$ cat src/design/tfc_pkg.sv
// Shared types, format codes and integer helpers for the texel format converter.
// No dependencies; used by tfc_lane, texel_format_converter_core and the test files.
`timescale 1ns / 1ps
package tfc_pkg;

	localparam int unsigned MAX_COMPONENTS = 4;
	localparam int unsigned COMP_W         = 32;
	localparam int unsigned CNT_W          = 3;

	localparam logic [1:0] FMT_UNORM8  = 2'd0;
	localparam logic [1:0] FMT_UNORM16 = 2'd1;
	localparam logic [1:0] FMT_UNORM32 = 2'd2;
	localparam logic [1:0] FMT_FLOAT32 = 2'd3;

	localparam logic [1:0] REG_SOURCE_FORMAT     = 2'd0;
	localparam logic [1:0] REG_TARGET_FORMAT     = 2'd1;
	localparam logic [1:0] REG_SOURCE_COMPONENTS = 2'd2;
	localparam logic [1:0] REG_TARGET_COMPONENTS = 2'd3;

	typedef enum logic [1:0] {
		K_INT    = 2'd0,
		K_DIV    = 2'd1,
		K_U2F    = 2'd2,
		K_F2U    = 2'd3
	} tfc_kind_t;

	typedef struct packed {
		logic [1:0] sf;
		logic [1:0] tf;
	} tfc_mode_t;

	typedef struct packed {
		logic [COMP_W-1:0] in_comp0;
		logic [COMP_W-1:0] in_comp1;
		logic [COMP_W-1:0] in_comp2;
		logic [COMP_W-1:0] in_comp3;
	} tfc_in_t;

	typedef struct packed {
		logic [COMP_W-1:0] out_comp0;
		logic [COMP_W-1:0] out_comp1;
		logic [COMP_W-1:0] out_comp2;
		logic [COMP_W-1:0] out_comp3;
	} tfc_out_t;

	// floor(x / 257) for a 16-bit x
	function automatic logic [7:0] div257(input logic [15:0] x);
		logic [15:0] d;
		d = x - {8'd0, x[15:8]};
		return d[15:8];
	endfunction

	// floor(x / 65537) for a 32-bit x
	function automatic logic [15:0] div65537(input logic [31:0] x);
		logic [31:0] d;
		d = x - {16'd0, x[31:16]};
		return d[31:16];
	endfunction

	// leading zero count; caller guarantees x is non-zero where it matters
	function automatic logic [4:0] lzc32(input logic [31:0] x);
		logic [4:0] n;
		n = 5'd0;
		for (int i = 0; i < 32; i++) begin
			if (x[i]) begin
				n = 5'(31 - i);
			end
		end
		return n;
	endfunction

	// clamp a component count into 1..MAX_COMPONENTS
	function automatic logic [CNT_W-1:0] clamp_count(input logic [CNT_W-1:0] c);
		if (c == '0) begin
			return CNT_W'(1);
		end
		if (c > CNT_W'(MAX_COMPONENTS)) begin
			return CNT_W'(MAX_COMPONENTS);
		end
		return c;
	endfunction

endpackage

$ cat src/design/tfc_lane.sv
// One component lane of the converter: three register stages, advanced together.
// Depends on tfc_pkg.
`timescale 1ns / 1ps
module tfc_lane
	import tfc_pkg::*;
(
	input  logic        clk,
	input  logic        adv,
	input  tfc_mode_t   mode,
	input  logic        keep,
	input  logic [31:0] raw,
	output logic [31:0] res
);

	// stage 1 registers
	tfc_kind_t   kind_s1;
	logic [1:0]  tf_s1;
	logic        keep_s1;
	logic [31:0] ival_s1;
	logic        wide_s1;
	logic [4:0]  lz_s1;
	logic [39:0] prod_s1;
	logic [7:0]  e_s1;
	logic        nan_s1, neg_s1, inf_s1, ez_s1;

	// stage 2 registers
	tfc_kind_t   kind_s2;
	logic [1:0]  tf_s2;
	logic        keep_s2;
	logic [31:0] ival_s2;
	logic [24:0] sig_s2;
	logic        rb_s2, st_s2, zero_s2;
	logic [4:0]  lz_s2;
	logic signed [9:0] t_s2;
	logic        nan_s2, neg_s2, inf_s2, ez_s2;

	// stage 3 register
	logic [31:0] res_s3;

	// stage 1: decode, widen/narrow, count leading zeros, multiply
	tfc_kind_t   kind_n1;
	logic [31:0] ival_n1;
	logic        wide_n1;
	logic [31:0] lzin_n1;
	logic [15:0] x16e;
	logic [16:0] mult;
	logic [40:0] prod_full;

	always_comb begin
		x16e    = (mode.sf == FMT_UNORM8) ? {raw[7:0], raw[7:0]} : raw[15:0];
		kind_n1 = K_INT;
		ival_n1 = raw;
		wide_n1 = (mode.sf == FMT_UNORM32);
		lzin_n1 = wide_n1 ? raw : {x16e, 16'd0};
		case ({mode.sf, mode.tf})
			{FMT_UNORM8,  FMT_UNORM8}:  ival_n1 = {24'd0, raw[7:0]};
			{FMT_UNORM8,  FMT_UNORM16}: ival_n1 = {16'd0, raw[7:0], raw[7:0]};
			{FMT_UNORM8,  FMT_UNORM32}: ival_n1 = {4{raw[7:0]}};
			{FMT_UNORM16, FMT_UNORM8}:  ival_n1 = {24'd0, div257(raw[15:0])};
			{FMT_UNORM16, FMT_UNORM16}: ival_n1 = {16'd0, raw[15:0]};
			{FMT_UNORM16, FMT_UNORM32}: ival_n1 = {raw[15:0], raw[15:0]};
			{FMT_UNORM32, FMT_UNORM8}: begin
				kind_n1 = K_DIV;
				ival_n1 = {16'd0, div65537(raw)};
			end
			{FMT_UNORM32, FMT_UNORM16}: ival_n1 = {16'd0, div65537(raw)};
			{FMT_UNORM32, FMT_UNORM32}: ival_n1 = raw;
			{FMT_FLOAT32, FMT_FLOAT32}: ival_n1 = raw;
			default: begin
				if (mode.tf == FMT_FLOAT32) begin
					kind_n1 = K_U2F;
					ival_n1 = wide_n1 ? raw : {16'd0, x16e};
				end else begin
					kind_n1 = K_F2U;
				end
			end
		endcase
		case (mode.tf)
			FMT_UNORM8:  mult = 17'd255;
			FMT_UNORM16: mult = 17'd65535;
			default:     mult = 17'd65536;
		endcase
		prod_full = {1'b1, raw[22:0]} * mult;
	end

	always_ff @(posedge clk) begin
		if (adv) begin
			kind_s1 <= kind_n1;
			tf_s1   <= mode.tf;
			keep_s1 <= keep;
			ival_s1 <= ival_n1;
			wide_s1 <= wide_n1;
			lz_s1   <= lzc32(lzin_n1);
			prod_s1 <= prod_full[39:0];
			e_s1    <= raw[30:23];
			nan_s1  <= (raw[30:23] == 8'hFF) && (raw[22:0] != '0);
			inf_s1  <= (raw[30:23] == 8'hFF) && (raw[22:0] == '0);
			neg_s1  <= raw[31];
			ez_s1   <= (raw[30:23] == 8'h00);
		end
	end

	// stage 2: normalise, round the float product, finish the long narrow
	logic [47:0] stream, shl;
	logic [39:0] p40;
	logic        hi, prb, pst, pup;
	logic [23:0] r24;
	logic signed [9:0] ofs, t_n2;
	logic [24:0] sig_n2;
	logic        rb_n2, st_n2;
	logic [31:0] ival_n2;

	always_comb begin
		stream  = wide_s1 ? {ival_s1, 16'd0} : {3{ival_s1[15:0]}};
		shl     = stream << lz_s1;
		p40     = (tf_s1 == FMT_UNORM8) ? (prod_s1 << 8) : prod_s1;
		hi      = p40[39];
		r24     = hi ? p40[39:16] : p40[38:15];
		prb     = hi ? p40[15] : p40[14];
		pst     = hi ? (|p40[14:0]) : (|p40[13:0]);
		pup     = prb & (pst | r24[0]);
		case (tf_s1)
			FMT_UNORM8:  ofs = -10'sd8;
			FMT_UNORM16: ofs = 10'sd0;
			default:     ofs = 10'sd16;
		endcase
		t_n2    = $signed({2'b00, e_s1}) - 10'sd150 + (hi ? 10'sd16 : 10'sd15) + ofs;
		ival_n2 = (kind_s1 == K_DIV) ? {24'd0, div257(ival_s1[15:0])} : ival_s1;
		if (kind_s1 == K_F2U) begin
			sig_n2 = {1'b0, r24} + {24'd0, pup};
			rb_n2  = 1'b0;
			st_n2  = 1'b0;
		end else begin
			sig_n2 = {1'b0, shl[47:24]};
			rb_n2  = shl[23];
			st_n2  = wide_s1 ? (|shl[22:16]) : 1'b1;
		end
	end

	always_ff @(posedge clk) begin
		if (adv) begin
			kind_s2 <= kind_s1;
			tf_s2   <= tf_s1;
			keep_s2 <= keep_s1;
			ival_s2 <= ival_n2;
			sig_s2  <= sig_n2;
			rb_s2   <= rb_n2;
			st_s2   <= st_n2;
			zero_s2 <= (ival_s1 == '0);
			lz_s2   <= lz_s1;
			t_s2    <= t_n2;
			nan_s2  <= nan_s1;
			neg_s2  <= neg_s1;
			inf_s2  <= inf_s1;
			ez_s2   <= ez_s1;
		end
	end

	// stage 3: pack the float, shift and saturate the integer
	logic        up3, c3;
	logic [24:0] sum3;
	logic [7:0]  exp3;
	logic [32:0] int33, mx33;
	logic [31:0] smax, res_n3;
	logic [4:0]  rsh;

	always_comb begin
		up3  = rb_s2 & (st_s2 | sig_s2[0]);
		sum3 = sig_s2 + {24'd0, up3};
		c3   = sum3[24];
		exp3 = 8'd126 - {3'd0, lz_s2} + {7'd0, c3};
		rsh  = 5'(-t_s2);
		if (t_s2 >= 10'sd0) begin
			int33 = {8'd0, sig_s2} << t_s2[3:0];
		end else begin
			int33 = {8'd0, sig_s2} >> rsh;
		end
		case (tf_s2)
			FMT_UNORM8:  begin mx33 = 33'd255;   smax = 32'd255; end
			FMT_UNORM16: begin mx33 = 33'd65535; smax = 32'd65535; end
			default:     begin mx33 = 33'h1_0000_0000; smax = 32'hFFFF_FFFF; end
		endcase
		case (kind_s2)
			K_U2F: res_n3 = zero_s2 ? 32'd0 : {1'b0, exp3, (c3 ? 23'd0 : sum3[22:0])};
			K_F2U: begin
				if (nan_s2 || neg_s2 || ez_s2) begin
					res_n3 = 32'd0;
				end else if (inf_s2 || t_s2 >= 10'sd9) begin
					res_n3 = smax;
				end else if (t_s2 <= -10'sd26) begin
					res_n3 = 32'd0;
				end else if (int33 >= mx33) begin
					res_n3 = smax;
				end else begin
					res_n3 = int33[31:0];
				end
			end
			default: res_n3 = ival_s2;
		endcase
	end

	always_ff @(posedge clk) begin
		if (adv) begin
			res_s3 <= keep_s2 ? res_n3 : 32'd0;
		end
	end

	assign res = res_s3;

endmodule

$ cat config.mk
export PLATFORM = sky130hd
export DESIGN_NAME = tfc_lane
export DESIGN_NICKNAME = d
export VERILOG_FILES = /design/src/design/tfc_pkg.sv /design/src/design/tfc_lane.sv
export SDC_FILE = /design/constraint.sdc
export NUM_CORES = 2
export LEC_CHECK = 0
export BUFFER_PORTS_ARGS = -buffer_cell sky130_fd_sc_hd__buf_2
export CELL_PAD_IN_SITES_DETAIL_PLACEMENT = 1
export CELL_PAD_IN_SITES_GLOBAL_PLACEMENT = 2
export CORE_ASPECT_RATIO = 0.7
export CORE_MARGIN = 2
export CORE_UTILIZATION = 45
export CTS_CLUSTER_DIAMETER = 40
export DETAILED_ROUTE_END_ITERATION = 16
export PLACE_DENSITY = 0.86
export SLEW_MARGIN = 20
export SYNTH_ARGS = -nofsm -noshare
export SYNTH_HDL_FRONTEND = slang
export SYNTH_SLANG_ARGS = --single-unit
$ cat constraint.sdc
create_clock -name clk -period 20.5 [get_ports clk]
set_clock_uncertainty 0.15 [all_clocks]
set_input_delay 0 -clock clk [delete_from_list [all_inputs] [get_ports clk]]
set_output_delay 0 -clock clk [all_outputs]
set_load 0.01 [all_outputs]
After elaboration in Yosys (flattened, before gate mapping)
Cells that the tools add are included.
W data, S select, Z words.
{ "op_classes": {"n_addsub": 11, "multipliers": 1, "div": 0, "magnitude_cmp": 4, "eq_ne": 19, "shift": 3, "mux": 59, "bitwise_logic": 4, "n_reduce_logical": 24} }
{ "op_table": {"columns": ["cell", "count"], "rows": [
  ["$pmux W32 S8", 1],
  ["$mux W32", 7],
  ["$pmux W32 S2", 2],
  ["$mux W5", 17],
  ["$pmux W33 S2", 1],
  ["$mux W24", 2],
  ["$mux W48", 1],
  ["$shl A48 B5 Y48", 1],
  ["$mul A24 B17 Y40", 1],
  ["$mux W40", 1],
  ["$pmux W17 S2", 1],
  ["$ge A33 B33 Y1", 1],
  ["$mux W33", 1],
  ["$shl A25 B4 Y33", 1],
  ["$shr A25 B5 Y33", 1],
  ["$logic_not A32 Y1", 1],
  ["$mux W4", 8],
  ["$sub A16 B8 Y16", 2],
  ["$sub A32 B16 Y32", 1],
  ["$mux W31", 1],
  ["$add A24 B1 Y25", 1],
  ["$add A25 B1 Y25", 1],
  ["$logic_not A23 Y1", 1],
  ["$mux W23", 1],
  ["other kinds (39)", 69]
]} }
{ "totals": {"regBits": 211, "latchBits": 0, "ram_bits": 0, "rom_bits": 0, "input_bits": 39, "out_inout_bits": 32, "elab_cells": 158, "memories": 0} }

Longest topological paths before layout
{ "depth": {"ltp_word": 34, "mapped_depth": 29, "ltp_nobuf": 28} }

Worst setup path after synthesis
OpenSTA, ideal clock, no wires.
{ "synth_path": {"path_kind": "input -> register", "startpoint": "in mode[1] (netlist bit)", "endpoint": "reg prod_s1[38] (data pin)", "setup_time_ps": 279, "arrival_ps": 6767, "required_time_ps": 20071, "slack_ps": 13304, "path_stages": 24, "n_path_buf": 3, "cell_sequence": "clkbuf_1 > clkbuf_1 > clkbuf_1 > nor2_1 > nand2_1 > inv_1 > fa_1 > fa_1 > fa_1 > fa_1 > fa_1 > inv_1 > fa_1 > inv_1 > ha_1 > a21o_1 > a21o_1 > a21oi_1 > o21ai_0 > a31o_2 > a21oi_1 > o21ai_0 > o2111ai_1 > or4b_2"} }
{ "synth_via": {"elab_chain_cells": 3, "elab_cells_between_ends": 4, "cone_classes": "1 x mul; 1 x eq/ne; 1 x mux; 1 x reduce/logical"} }
{ "synth_lines": {"columns": ["item", "line", "rtl"], "rows": [
  ["start: declaration", "tfc_lane.sv:9", "input tfc_mode_t mode,"],
  ["$eq A2 B1 Y1 / $logic_not A2 Y1 (equally long branches)", "tfc_lane.sv:78", "case (mode.tf)"],
  ["$pmux W17 S2 *", "tfc_lane.sv:78", null],
  ["$mul A24 B17 Y40 *", "tfc_lane.sv:83", "prod_full = {1'b1, raw[22:0]} * mult;"],
  ["net prod_full[38]", "tfc_lane.sv:47", "logic [40:0] prod_full;"],
  ["end signal: assignment", "tfc_lane.sv:94", "prod_s1 <= prod_full[39:0];"],
  ["end: declaration", "tfc_lane.sv:22", "logic [39:0] prod_s1;"]
]} }
The timed path passes the listed nets; every way through them passes the cells marked *.
A chain may end at the register's enable or synchronous reset.

Worst setup path after layout
Same ends and word-level chain as after synthesis.

==> impl_metrics.toml <==
[status]
status = "finished, final reports clean"

[finish]
layout-drive-gt1-share_pct = 8.317
fillers = 7143
fin_util_pct = 49.27
syn_to_final_growth_pct = 7.709
fin_nets = 3551

[floorplan]
rows = 76
die_area_um2 = 64880
ios = 71
core_um2 = 61810
die_width_um = 303.6
die_y_um = 213.7
start_util_pct = 45.74

[global_routing]
grt_pass1_vias = 25340
grt_util_all_layers_pct = 31.94
gr-total-overflow = 0
grt_max_degree = 73
grt_pass1_wl_um = 156500
antenna_found_initial = 3

[yosys]
synthesis.nets = 3564
netlist_instances = 3069
synth_seq_cells = 211
synth_edf_count = 211
synth_flop_cell = "edfxtp_1"
yosys_warnings = 0
synth_area_um2 = 28270
syn_avg_cell_area_um2 = 9.213
synth.distinct_cells = 87
ys_seq_area_share_pct = 22.41
synthArstFlopShare_pct = 0

[timing]
finalSetupViolCount = 0
tightestPinTransition_ns = 1.212
max_clock_freq_mhz = 116.6
post-route-period-util_pct = 41.85
hold_viol_final = 0
fin_setup_tns_ns = 0
grt_setup_unrepaired = "no"
slew_violations = 0
slew-limit-headroom_pct = 18.32
fin_crit_ns = 8.579

[setup_path]
start_kind = "input port"
required_ns = 20.68
critPathKind = "in2reg"
cp-end-kind = "register"
path_max_fanout = 46
worst-r2r-setup-slack_ns = 13.88
cp.arrival_ns = 8.76

[pwr]
p_leak_nw = 13.33
peakVddDrop_mv = 0.1581
power.total_mw = 4.737
p_per_area_nw_per_um2 = 155.6

[clocking]
ctsHtreeMaxLevel = 1
clk_pin_slew_ns = 0.07
numCtsBuffers = 28
clockBufferDepth = 3
cts_tree = "done"
cts_hold_buf = 35
post_cts_resized = 0
cts_setup_buffers = 0
cts.sinks = 211
clock_latency_ns = 0.61
root_buffer = "clkbuf_16"

[drt]
ant_nets = 0
drt-initial-drc-count = 2371
drc = 0
drt-vias-per-instance = 6.205
firstDrtPassIters = 6
num_vias = 24190
drt-total-wl_um = 101600
wl_per_cell_um = 26.06

[place]
dpl.hpwl_um = 81280
port_buffers = 70
globalplace.congestion = 0.9529

[hold_path]
hold_class = "in2reg"

[job]
maxCapViolCount = 0
## layout make-up
type	count	area, µm²	share of cell area [%]
Antenna cell	1	2.502	0.008217
Clock buffer	30	708.2	2.325
Clock inverter	22	230.2	0.7560
Inverter	481	1805	5.929
Multi-Input combinational cell	2202	19430	63.82
Sequential cell	211	6336	20.81
Tap cell	819	1025	3.365
Timing Repair Buffer	132	912.1	2.995
## layer usage
layer | global-route usage (%) | part of all wire [%] | wire length (µm) | vias up
li1 | - | - | - | 10630
met1 | 47.75 | 45 | 46180 | 12360
met2 | 47.43 | 43 | 43250 | 1061
met3 | 7.285 | 10 | 10170 | 137
met4 | 6.204 | 1.9 | 1978 | 0
met5 | 0 | 0 | 0 | -
## registers in the layout (all words and copies together) (netlist names), 5 cells and up
name,flops
e_s1,8
ival_s1,32
ival_s2,32
lz_s1,5
lz_s2,5
prod_s1,40
res,32
sig_s2,25
t_s2,10
## worst paths after layout
check / from / cells after the start / to
max: mode[1] / 25 / prod_s1[38]
min: raw[0] / 3 / ival_s1[24]
max reg2reg: t_s2[0] / 19 / res[21]
min reg2reg: ez_s1 / 0 / ez_s2
## cell families after synthesis
family / share of synthesized area (%)
AO/OA/AOI/OAI: 15.09
multiplexers: 9.050
XOR/XNOR: 3.346
AND/OR/NAND/NOR: 13.47
adder cells (fa/ha/maj): 27.65
flip-flops: 22.41
buffers and inverters: 8.984
## critical path, stage by stage
cell and delay (ns):
dlygate4sd3_1 0.52, buf_2 0.09, buf_4 0.48, clkinv_1 0.66, nand2_1 0.42, inv_1 0.24
and2_1 0.34, fa_1 0.55, fa_1 0.57, fa_1 0.45, fa_1 0.52, fa_1 0.54
inv_1 0.06, fa_1 0.53, inv_1 0.05, ha_1 0.34, inv_1 0.18, o21bai_1 0.10
a21oi_1 0.21, o21ai_0 0.12, a31o_2 0.22, a21oi_1 0.39, o21ai_0 0.29, o2111ai_1 0.25
or4b_2 0.60
## power breakdown
part           total [mW]  switching [mW]  internal, mW
logic                3.43            2.10          1.33
clock network       0.489           0.224         0.265
registers           0.817           0.125         0.692
total                4.74            2.45          2.29
## synthesized netlist by cell type (all sizes together), types with 7 or more instances
library cell / count / area share [%]
clkbuf: 139 / 1.8
o221ai: 11 / 0.34
clkinv: 7 / 0.093
or4: 7 / 0.19
a21oi: 176 / 3.1
buf: 36 / 0.75
nand3: 59 / 1.1
nor3: 52 / 0.92
a31oi: 29 / 0.64
a21boi: 9 / 0.24
nor2: 197 / 2.6
nand2b: 17 / 0.38
nand2: 279 / 3.7
mux2i: 94 / 3.3
nor2b: 24 / 0.53
and2: 43 / 0.95
edfxtp: 211 / 22
mux2: 31 / 1.2
mux4: 56 / 4.5
a211oi: 31 / 0.82
nand4: 21 / 0.46
xor2: 43 / 1.3
o31ai: 7 / 0.20
inv: 474 / 6.3
o21ai: 135 / 2.4
o21a: 19 / 0.50
fa: 280 / 20
a221o: 19 / 0.67
xnor2: 65 / 2.0
or3: 17 / 0.38
and3: 25 / 0.55
o311ai: 7 / 0.22
nor4: 32 / 0.71
o2111ai: 8 / 0.25
o211ai: 34 / 0.90
a21o: 32 / 0.85
o22ai: 22 / 0.49
a22oi: 10 / 0.27
o2bb2ai: 19 / 0.59
ha: 176 / 7.8
o21bai: 10 / 0.27
nor3b: 13 / 0.35
## through the flow
step                cell area (µm²)  setup WS, ns  hold WS (ns)  std cells
finish                        30450         11.92       0.07044       3898
detailed placement            29140         11.92       0.03100       3810
CTS                           30430         11.98       0.03714       3897
floorplan                     28270         13.30      -0.05113       3069
global placement              29140         12.10       0.02916       3810
global route                  30450         11.45       0.05743       3897
## layout by cell type (no fill, tap or decap), types with 54 or more instances in the layout
master and count:
a21oi_1 176, buf_2 69, edfxtp_1 211, fa_1 280, ha_1 176, inv_1 472, mux2i_1 94, mux4_2 54
nand2_1 277, nand3_1 58, nor2_1 196, o21ai_0 132, xnor2_1 64
Power figures use the tool's default switching activity.
